`config.mk`:
```
export PLATFORM = sky130hd
export DESIGN_NAME = blockwise_gain_normalizer_unit
export DESIGN_NICKNAME = d
export VERILOG_FILES = /design/src/hw/rtl/bgn_pkg.sv /design/src/hw/rtl/bgn_div.sv /design/src/hw/rtl/blockwise_gain_normalizer_unit.sv
export SDC_FILE = /design/constraint.sdc
export NUM_CORES = 2
export LEC_CHECK = 0
export BUFFER_PORTS_ARGS = -buffer_cell sky130_fd_sc_hd__buf_4
export CORE_MARGIN = 5
export CORE_UTILIZATION = 56
export DETAILED_ROUTE_END_ITERATION = 8
export GPL_TIMING_DRIVEN = 0
export PLACE_DENSITY_LB_ADDON = 0.2
export SETUP_SLACK_MARGIN = 0.3
export SLEW_MARGIN = 20
export SYNTH_ARGS = -nofsm -noshare
export SYNTH_HDL_FRONTEND = slang
export SYNTH_SLANG_ARGS = --single-unit
export TNS_END_PERCENT = 30
```
`constraint.sdc`:
```
create_clock -name i_clk -period 21.7 [get_ports i_clk]
set_clock_uncertainty 0.1 [all_clocks]
set_input_delay 1.085 -clock i_clk [delete_from_list [all_inputs] [get_ports i_clk]]
set_output_delay 1.085 -clock i_clk [all_outputs]
set_load 0.005 [all_outputs]
```
`src/hw/rtl/bgn_pkg.sv`:
```
`default_nettype none

package bgn_pkg;

    localparam int VALUE_BITS_DEF = 32;
    localparam int FRAC_BITS_DEF  = 16;
    localparam int ACC_W          = 64;
    localparam int PORT_W         = 32;

    typedef struct packed {
        logic busy;
        logic sat;
    } t_div_stat;

    // signed add that clamps to the 64-bit limits
    function automatic logic signed [ACC_W-1:0] sat_add(
        input logic signed [ACC_W-1:0] a,
        input logic signed [ACC_W-1:0] b
    );
        logic signed [ACC_W:0] s;
        s = (ACC_W + 1)'(a) + (ACC_W + 1)'(b);
        if (s[ACC_W] != s[ACC_W-1]) begin
            sat_add = s[ACC_W] ? {1'b1, {(ACC_W - 1){1'b0}}} : {1'b0, {(ACC_W - 1){1'b1}}};
        end else begin
            sat_add = s[ACC_W-1:0];
        end
    endfunction

endpackage

`default_nettype wire

```
`src/hw/rtl/bgn_div.sv`:
```
`default_nettype none

module bgn_div #(
    parameter int VALUE_BITS = bgn_pkg::VALUE_BITS_DEF,
    parameter int FRAC_BITS  = bgn_pkg::FRAC_BITS_DEF,
    localparam int NUM_W     = bgn_pkg::ACC_W + FRAC_BITS,
    localparam int CNT_W     = $clog2(NUM_W + 1)
) (
    input  wire logic                       i_clk,
    input  wire logic                       i_rst_n,
    input  wire logic                       i_start,
    input  wire logic [NUM_W-1:0]           i_num,
    input  wire logic [bgn_pkg::ACC_W-1:0]  i_den,
    input  wire logic [CNT_W-1:0]           i_steps,
    output bgn_pkg::t_div_stat              o_stat,
    output logic [VALUE_BITS-1:0]           o_quot
);

    localparam int ACC_W = bgn_pkg::ACC_W;

    logic [CNT_W-1:0]      r_cnt,  n_cnt;
    logic [NUM_W-1:0]      r_num,  n_num;
    logic [ACC_W-1:0]      r_den,  n_den;
    logic [ACC_W-1:0]      r_rem,  n_rem;
    logic [VALUE_BITS-1:0] r_q,    n_q;
    logic                  r_ovf,  n_ovf;

    logic [ACC_W:0] rem_sh;
    logic [ACC_W:0] rem_sub;
    logic           ge;

    // one restoring step per cycle, numerator consumed msb first
    always_comb begin
        rem_sh  = {r_rem, r_num[NUM_W-1]};
        rem_sub = rem_sh - {1'b0, r_den};
        ge      = (rem_sh >= {1'b0, r_den});

        n_cnt = r_cnt;
        n_num = r_num;
        n_den = r_den;
        n_rem = r_rem;
        n_q   = r_q;
        n_ovf = r_ovf;

        if (i_start) begin
            n_cnt = i_steps;
            n_num = i_num;
            n_den = i_den;
            n_rem = '0;
            n_q   = '0;
            n_ovf = 1'b0;
        end else if (r_cnt != '0) begin
            n_cnt = r_cnt - CNT_W'(1);
            n_num = {r_num[NUM_W-2:0], 1'b0};
            n_rem = ge ? rem_sub[ACC_W-1:0] : rem_sh[ACC_W-1:0];
            n_q   = {r_q[VALUE_BITS-2:0], ge};
            n_ovf = r_ovf | r_q[VALUE_BITS-1];
        end
    end

    always_ff @(posedge i_clk) begin
        if (!i_rst_n) begin
            r_cnt <= '0;
        end else begin
            r_cnt <= n_cnt;
        end
    end

    always_ff @(posedge i_clk) begin
        r_num <= n_num;
        r_den <= n_den;
        r_rem <= n_rem;
        r_q   <= n_q;
        r_ovf <= n_ovf;
    end

    assign o_stat.busy = (r_cnt != '0);
    assign o_stat.sat  = r_ovf | r_q[VALUE_BITS-1];
    assign o_quot      = r_q;

endmodule

`default_nettype wire

```
`src/hw/rtl/blockwise_gain_normalizer_unit.sv`:
```
// accumulate transaction: unmasked ones skip the multiply, masked ones step through S_MUL,
// S_ACC_X and S_ACC_E; the last one of a block then computes the gain in S_GLOAD, S_DIV and
// S_FIN (S_GLOAD alone when the energy is zero); apply transaction: S_APPLY, then S_DIV if
// masked with nonzero gain, then S_FIN; one transaction at a time
// a result waits in the output register; a later apply result holds until it drains
// synchronous active-low reset: sums and gain cleared, zero-gain flag set, subtract mode off
`default_nettype none

module blockwise_gain_normalizer_unit #(
    parameter int VALUE_BITS = bgn_pkg::VALUE_BITS_DEF,
    parameter int FRAC_BITS  = bgn_pkg::FRAC_BITS_DEF
) (
    input  wire logic                               i_clk,
    input  wire logic                               i_rst_n,
    input  wire logic                               i_cfg_wr_en,
    input  wire logic                               i_cfg_wr_data,
    input  wire logic                               i_valid,
    output logic                                    o_stall,
    input  wire logic                               i_cmd,
    input  wire logic signed [bgn_pkg::PORT_W-1:0]  i_ref_value,
    input  wire logic signed [bgn_pkg::PORT_W-1:0]  i_vol_value,
    input  wire logic                               i_in_mask,
    input  wire logic                               i_last_in_block,
    output logic                                    o_valid,
    input  wire logic                               i_stall,
    output logic signed [bgn_pkg::PORT_W-1:0]       o_out_value,
    output logic signed [bgn_pkg::PORT_W-1:0]       o_gain_value,
    output logic                                    o_zero_gain,
    output logic                                    o_block_end
);

    localparam int ACC_W  = bgn_pkg::ACC_W;
    localparam int PORT_W = bgn_pkg::PORT_W;
    localparam int NUM_W  = ACC_W + FRAC_BITS;
    localparam int CNT_W  = $clog2(NUM_W + 1);

    localparam logic [2:0] S_IDLE  = 3'd0;
    localparam logic [2:0] S_MUL   = 3'd1;
    localparam logic [2:0] S_ACC_X = 3'd2;
    localparam logic [2:0] S_ACC_E = 3'd3;
    localparam logic [2:0] S_GLOAD = 3'd4;
    localparam logic [2:0] S_APPLY = 3'd5;
    localparam logic [2:0] S_DIV   = 3'd6;
    localparam logic [2:0] S_FIN   = 3'd7;

    localparam logic signed [VALUE_BITS-1:0] VMAX = {1'b0, {(VALUE_BITS - 1){1'b1}}};
    localparam logic signed [VALUE_BITS-1:0] VMIN = {1'b1, {(VALUE_BITS - 1){1'b0}}};

    logic [2:0]                    r_state,     n_state;
    logic                          r_o_valid,   n_o_valid;
    logic signed [ACC_W-1:0]       r_cross,     n_cross;
    logic signed [ACC_W-1:0]       r_energy,    n_energy;
    logic signed [VALUE_BITS-1:0]  r_gain,      n_gain;
    logic                          r_gain_zero, n_gain_zero;
    logic                          r_sub,       n_sub;

    logic                          r_cmd;
    logic signed [VALUE_BITS-1:0]  r_ref;
    logic signed [VALUE_BITS-1:0]  r_vol;
    logic                          r_in_mask;
    logic                          r_last;
    logic signed [2*VALUE_BITS-1:0] r_prod;

    logic signed [VALUE_BITS-1:0]  r_out_value, n_out_value;
    logic signed [VALUE_BITS-1:0]  r_out_gain,  n_out_gain;
    logic                          r_out_zero,  n_out_zero;
    logic                          r_out_end,   n_out_end;

    logic                          in_acc;
    logic                          out_acc;
    logic signed [VALUE_BITS-1:0]  mul_a;
    logic signed [2*VALUE_BITS-1:0] mul_p;
    logic signed [ACC_W-1:0]       prod_ext;

    logic                          div_start;
    logic [NUM_W-1:0]              div_num;
    logic [ACC_W-1:0]              div_den;
    logic [CNT_W-1:0]              div_steps;
    bgn_pkg::t_div_stat            div_stat;
    logic [VALUE_BITS-1:0]         div_quot;

    logic                          res_neg;
    logic signed [VALUE_BITS-1:0]  div_res;
    logic [ACC_W-1:0]              cross_mag;
    logic [VALUE_BITS-1:0]         vol_mag;
    logic [VALUE_BITS-1:0]         gain_mag;
    logic                          apply_div;
    logic signed [VALUE_BITS-1:0]  adj;
    logic signed [VALUE_BITS-1:0]  adj_min;
    logic signed [VALUE_BITS:0]    diff;
    logic signed [VALUE_BITS-1:0]  sub_res;
    logic signed [VALUE_BITS-1:0]  res_val;

    bgn_div #(
        .VALUE_BITS (VALUE_BITS),
        .FRAC_BITS  (FRAC_BITS)
    ) u_div (
        .i_clk   (i_clk),
        .i_rst_n (i_rst_n),
        .i_start (div_start),
        .i_num   (div_num),
        .i_den   (div_den),
        .i_steps (div_steps),
        .o_stat  (div_stat),
        .o_quot  (div_quot)
    );

    assign in_acc  = i_valid && (r_state == S_IDLE);
    assign out_acc = r_o_valid && !i_stall;

    // one shared multiplier: vol*ref then ref*ref
    assign mul_a    = (r_state == S_MUL) ? r_vol : r_ref;
    assign mul_p    = mul_a * r_ref;
    assign prod_ext = ACC_W'(r_prod);

    always_comb begin
        cross_mag = r_cross[ACC_W-1] ? ACC_W'(-r_cross) : ACC_W'(r_cross);
        vol_mag   = r_vol[VALUE_BITS-1] ? VALUE_BITS'(-r_vol) : VALUE_BITS'(r_vol);
        gain_mag  = r_gain[VALUE_BITS-1] ? VALUE_BITS'(-r_gain) : VALUE_BITS'(r_gain);

        res_neg = r_cmd ? (r_vol[VALUE_BITS-1] ^ r_gain[VALUE_BITS-1]) : r_cross[ACC_W-1];
        if (div_stat.sat) begin
            div_res = res_neg ? VMIN : VMAX;
        end else begin
            div_res = res_neg ? -$signed(div_quot) : $signed(div_quot);
        end

        apply_div = r_in_mask && !r_gain_zero;
        adj       = apply_div ? div_res : r_vol;
        adj_min   = (adj < r_ref) ? adj : r_ref;
        diff      = (VALUE_BITS + 1)'(r_ref) - (VALUE_BITS + 1)'(adj_min);
        sub_res   = diff[VALUE_BITS-1] ? VMAX : diff[VALUE_BITS-1:0];

        if (r_in_mask) begin
            res_val = r_sub ? sub_res : adj;
        end else begin
            res_val = r_sub ? r_ref : r_vol;
        end
    end

    always_comb begin
        n_state     = r_state;
        n_o_valid   = r_o_valid;
        n_cross     = r_cross;
        n_energy    = r_energy;
        n_gain      = r_gain;
        n_gain_zero = r_gain_zero;
        n_sub       = r_sub;
        n_out_value = r_out_value;
        n_out_gain  = r_out_gain;
        n_out_zero  = r_out_zero;
        n_out_end   = r_out_end;

        div_start = 1'b0;
        div_num   = {cross_mag, {FRAC_BITS{1'b0}}};
        div_den   = ACC_W'(r_energy);
        div_steps = CNT_W'(NUM_W);

        if (i_cfg_wr_en) begin
            n_sub = i_cfg_wr_data;
        end

        if (out_acc) begin
            n_o_valid = 1'b0;
        end

        unique case (r_state)
            S_IDLE: begin
                if (in_acc) begin
                    if (i_cmd) begin
                        n_state = S_APPLY;
                    end else if (i_in_mask) begin
                        n_state = S_MUL;
                    end else if (i_last_in_block) begin
                        n_state = S_GLOAD;
                    end
                end
            end
            S_MUL: begin
                n_state = S_ACC_X;
            end
            S_ACC_X: begin
                n_cross = bgn_pkg::sat_add(r_cross, prod_ext);
                n_state = S_ACC_E;
            end
            S_ACC_E: begin
                n_energy = bgn_pkg::sat_add(r_energy, prod_ext);
                n_state  = r_last ? S_GLOAD : S_IDLE;
            end
            S_GLOAD: begin
                if (r_energy[ACC_W-1] || (r_energy == '0)) begin
                    n_gain      = '0;
                    n_gain_zero = 1'b1;
                    n_cross     = '0;
                    n_energy    = '0;
                    n_state     = S_IDLE;
                end else begin
                    div_start = 1'b1;
                    n_state   = S_DIV;
                end
            end
            S_APPLY: begin
                if (apply_div) begin
                    div_start = 1'b1;
                    div_num   = {vol_mag, {(NUM_W - VALUE_BITS){1'b0}}};
                    div_den   = ACC_W'(gain_mag);
                    div_steps = CNT_W'(VALUE_BITS + FRAC_BITS);
                    n_state   = S_DIV;
                end else begin
                    n_state = S_FIN;
                end
            end
            S_DIV: begin
                if (!div_stat.busy) begin
                    n_state = S_FIN;
                end
            end
            S_FIN: begin
                if (!r_cmd) begin
                    n_gain      = div_res;
                    n_gain_zero = (div_res == '0);
                    n_cross     = '0;
                    n_energy    = '0;
                    n_state     = S_IDLE;
                end else if (!r_o_valid || !i_stall) begin
                    n_o_valid   = 1'b1;
                    n_out_value = res_val;
                    n_out_gain  = r_in_mask ? r_gain : '0;
                    n_out_zero  = r_in_mask && r_gain_zero;
                    n_out_end   = r_last;
                    n_state     = S_IDLE;
                end
            end
            default: begin
                n_state = S_IDLE;
            end
        endcase
    end

    always_ff @(posedge i_clk) begin
        if (!i_rst_n) begin
            r_state     <= S_IDLE;
            r_o_valid   <= 1'b0;
            r_cross     <= '0;
            r_energy    <= '0;
            r_gain      <= '0;
            r_gain_zero <= 1'b1;
            r_sub       <= 1'b0;
        end else begin
            r_state     <= n_state;
            r_o_valid   <= n_o_valid;
            r_cross     <= n_cross;
            r_energy    <= n_energy;
            r_gain      <= n_gain;
            r_gain_zero <= n_gain_zero;
            r_sub       <= n_sub;
        end
    end

    always_ff @(posedge i_clk) begin
        if (in_acc) begin
            r_cmd     <= i_cmd;
            r_ref     <= i_ref_value[VALUE_BITS-1:0];
            r_vol     <= i_vol_value[VALUE_BITS-1:0];
            r_in_mask <= i_in_mask;
            r_last    <= i_last_in_block;
        end
        r_prod      <= mul_p;
        r_out_value <= n_out_value;
        r_out_gain  <= n_out_gain;
        r_out_zero  <= n_out_zero;
        r_out_end   <= n_out_end;
    end

    assign o_stall      = (r_state != S_IDLE);
    assign o_valid      = r_o_valid;
    assign o_out_value  = PORT_W'(r_out_value);
    assign o_gain_value = PORT_W'(r_out_gain);
    assign o_zero_gain  = r_out_zero;
    assign o_block_end  = r_out_end;

endmodule

`default_nettype wire

```
==> impl_metrics.tcl <==
set metrics [dict create \
    grt_pass1_vias 66600 \
    io_buffers 140 \
    clock_latency_ns 0.67 \
    syn-cell-area_um2 74800 \
    finalWirelength_um 306000 \
    cp_data_required_time_ns 22.11 \
    status "complete, but fails checks" \
    antenna_found_initial 30 \
    start_util 0.562 \
    drt_iter0_markers 8092 \
    critPathTopFamily "adder cells" \
    cts.sinks 595 \
    ys.flop_type "dfxtp_1" \
    vias 67200 \
    root_buffer "clkbuf_16" \
    n_fill_cell 12000 \
    pre_cts_slack_ns 9.24 \
    slew_headroom 0.0746 \
    max_freq_mhz 77.5 \
    ant_nets 0 \
    hold_violations 0 \
    dieWidth_um 375 \
    fin_hold_ws_ns 0.380 \
    die_area_um2 141000 \
    worstPathArrival_ns 13.32 \
    dpl.cell_count 10600 \
    gp_congestion 1.11 \
    synth_fp_nets 10200 \
    finalCritPeriodShare 0.595 \
    cts_tree "built" \
    synth_area_leaders "fa_1 29%, edfxtp_1 10%, dfxtp_1 8.9%" \
    synth-seq-cells 595 \
    rows 134 \
    crit_top_cell "fa_1" \
    instances_no_fill 10700 \
    cts_setup_buffers 0 \
    cp_max_fo 10 \
    track_usage 0.428 \
    cts_resized 0 \
    grt_pass1_wl_um 440000 \
    dp_hpwl_um 250000 \
    setup_viol_count_final 0 \
    fin_setup_tns_ns 0 \
    cts_buffers 69 \
    clk_pin_slew_worst_paths_ns 0.06 \
    grt_max_degree 55 \
    io_pins 141 \
    synth_most_common_cell "inv_1" \
    synth_edf_count 261 \
    ctsHoldBuffers 0 \
    startpoint_type "flip-flop" \
    drv_cap 0 \
    nets 10500 \
    worst_slack_ns 8.79 \
    worst_setup_path_end_kind "flip-flop" \
    grt_overflow 0 \
    synth_top_area_cell "fa_1" \
    syn_avg_cell_area_um2 8.67 \
    cts.path.max_buffers 3 \
    syn_inst 8622 \
    async_reset_ff_frac 0 \
    vias_per_cell 6.27 \
    synth.distinct_cells 87 \
    min_period_ns 12.91 \
    rsz0062_at_grt "no" \
    areaGrowthSynthToFinish_pct 8.24 \
    hold_path_class "flip-flop to flip-flop" \
    ys_top_cells_by_count "1137 x inv_1, 1086 x fa_1, 1033 x nand2_1, 938 x nor2_1, 493 x o21ai_0" \
    firstDrtPassIters 9 \
    htree_levels 3 \
    slowest_stage "mux2i_1" \
    yosysSeqAreaShare 0.194 \
    wire_per_inst_um 28.6 \
    worstPathBufferInverterCount 6 \
    coreArea_um2 133000 \
    synth_top_cell_area_share 0.291 \
    crit_type "flip-flop to flip-flop" \
    drc 39 \
    drive_gt1_frac 0.0457 \
    yosysWarnings 0 \
    slowest_delay_ns 1.07 \
    slew_violations 0 \
    die_height_um 375 \
    violations "design-rule violations" \
    worstMarginPinSlew_ns 1.39 \
]
-- tightest hold or removal path, cell delays in order (launching register included) --
cell and delay (ns):
dfxtp_1 0.33, nand2_1 0.06, a21oi_1 0.06
-- registers in the layout, indices dropped and copies added (netlist names) --
| register | count |
|---|---|
| r_gain_zero | 1 |
| o_block_end | 1 |
| r_cross | 64 |
| r_in_mask | 1 |
| o_zero_gain | 1 |
| r_last | 1 |
| u_div.r_num | 64 |
| prod_ext | 64 |
| u_div.r_rem | 64 |
| r_sub | 1 |
| o_out_value | 32 |
| o_gain_value | 32 |
| r_ref | 32 |
| r_vol | 32 |
| o_valid | 1 |
| r_energy | 64 |
| u_div.r_ovf | 1 |
| u_div.r_den | 64 |
| u_div.o_quot | 32 |
| r_gain | 32 |
| u_div.r_cnt | 7 |
| r_state | 3 |
| r_cmd | 1 |
-- stage by stage --
stage | area, um^2 | util
2_1_floorplan | 74800 | -
3_3_place_gp | 78000 | 0.586
3_5_place_dp | 78500 | 0.589
4_1_cts | 80800 | 0.607
5_1_grt | 80900 | 0.607
6_report | 80900 | 0.608
-- routing by layer --
layer,vias to the layer above,share of wire,global-route usage
met5,-,0.00044,0.00686
met4,8,0.096,0.323
met3,1260,0.11,0.130
met2,4156,0.45,0.669
met1,33000,0.35,0.494
li1,28700,-,-
-- path summary, 6_finish.rpt --
kind | from | endpoint | slack [ns] | depth (start not counted)
min | u_div.o_quot[25] | u_div.o_quot[26] | 0.38 | 2
min reg2reg | u_div.o_quot[25] | u_div.o_quot[26] | 0.38 | 2
max | r_state[2] | prod_ext[60] | 8.79 | 30
max reg2reg | r_state[2] | prod_ext[60] | 8.79 | 30
-- cell families (layout without fill, tap and decap cells) --
logic type,after synthesis,after routing,synth area share
mux,107,107,0.0151
fa+ha+maj,1530,1530,0.365
xor+xnor,408,408,0.0478
flops,595,595,0.194
compound gates,1685,1685,0.139
other cells,0,32,0
buf+inv,1612,1900,0.0811
simple gates,2685,2685,0.158
-- cell type report --
cell class | instances | area, um^2 | share of cell area
multi-input combinational | 6415 | 54300 | 0.671
sequential | 595 | 14500 | 0.179
inverter | 1147 | 4310 | 0.0532
tap | 1768 | 2210 | 0.0273
clock buffer | 93 | 1950 | 0.0241
buffer | 465 | 1780 | 0.0220
timing repair buffer | 161 | 1360 | 0.0168
clock inverter | 34 | 422 | 0.00521
antenna | 32 | 80.1 | 0.000989
-- layout by cell type (no fill, tap or decap), types with 49 or more instances in the layout --
cell	count
nand2_1	1032
mux2_2	49
nor2b_1	62
a21o_1	181
or3_1	50
a21oi_1	476
fa_1	1085
clkbuf_16	73
nor3_1	69
ha_1	443
edfxtp_1	261
xor2_1	215
nor2_1	936
xnor2_1	193
dfxtp_1	334
and2_1	156
inv_1	1137
nand3_1	108
a211oi_1	88
o31ai_1	50
clkbuf_1	441
buf_4	144
o21ai_0	489
nand4_1	74
Power is left out: the tool's default activity adds up to more than one toggle a clock period on the data nets, which glitch-free logic cannot reach.
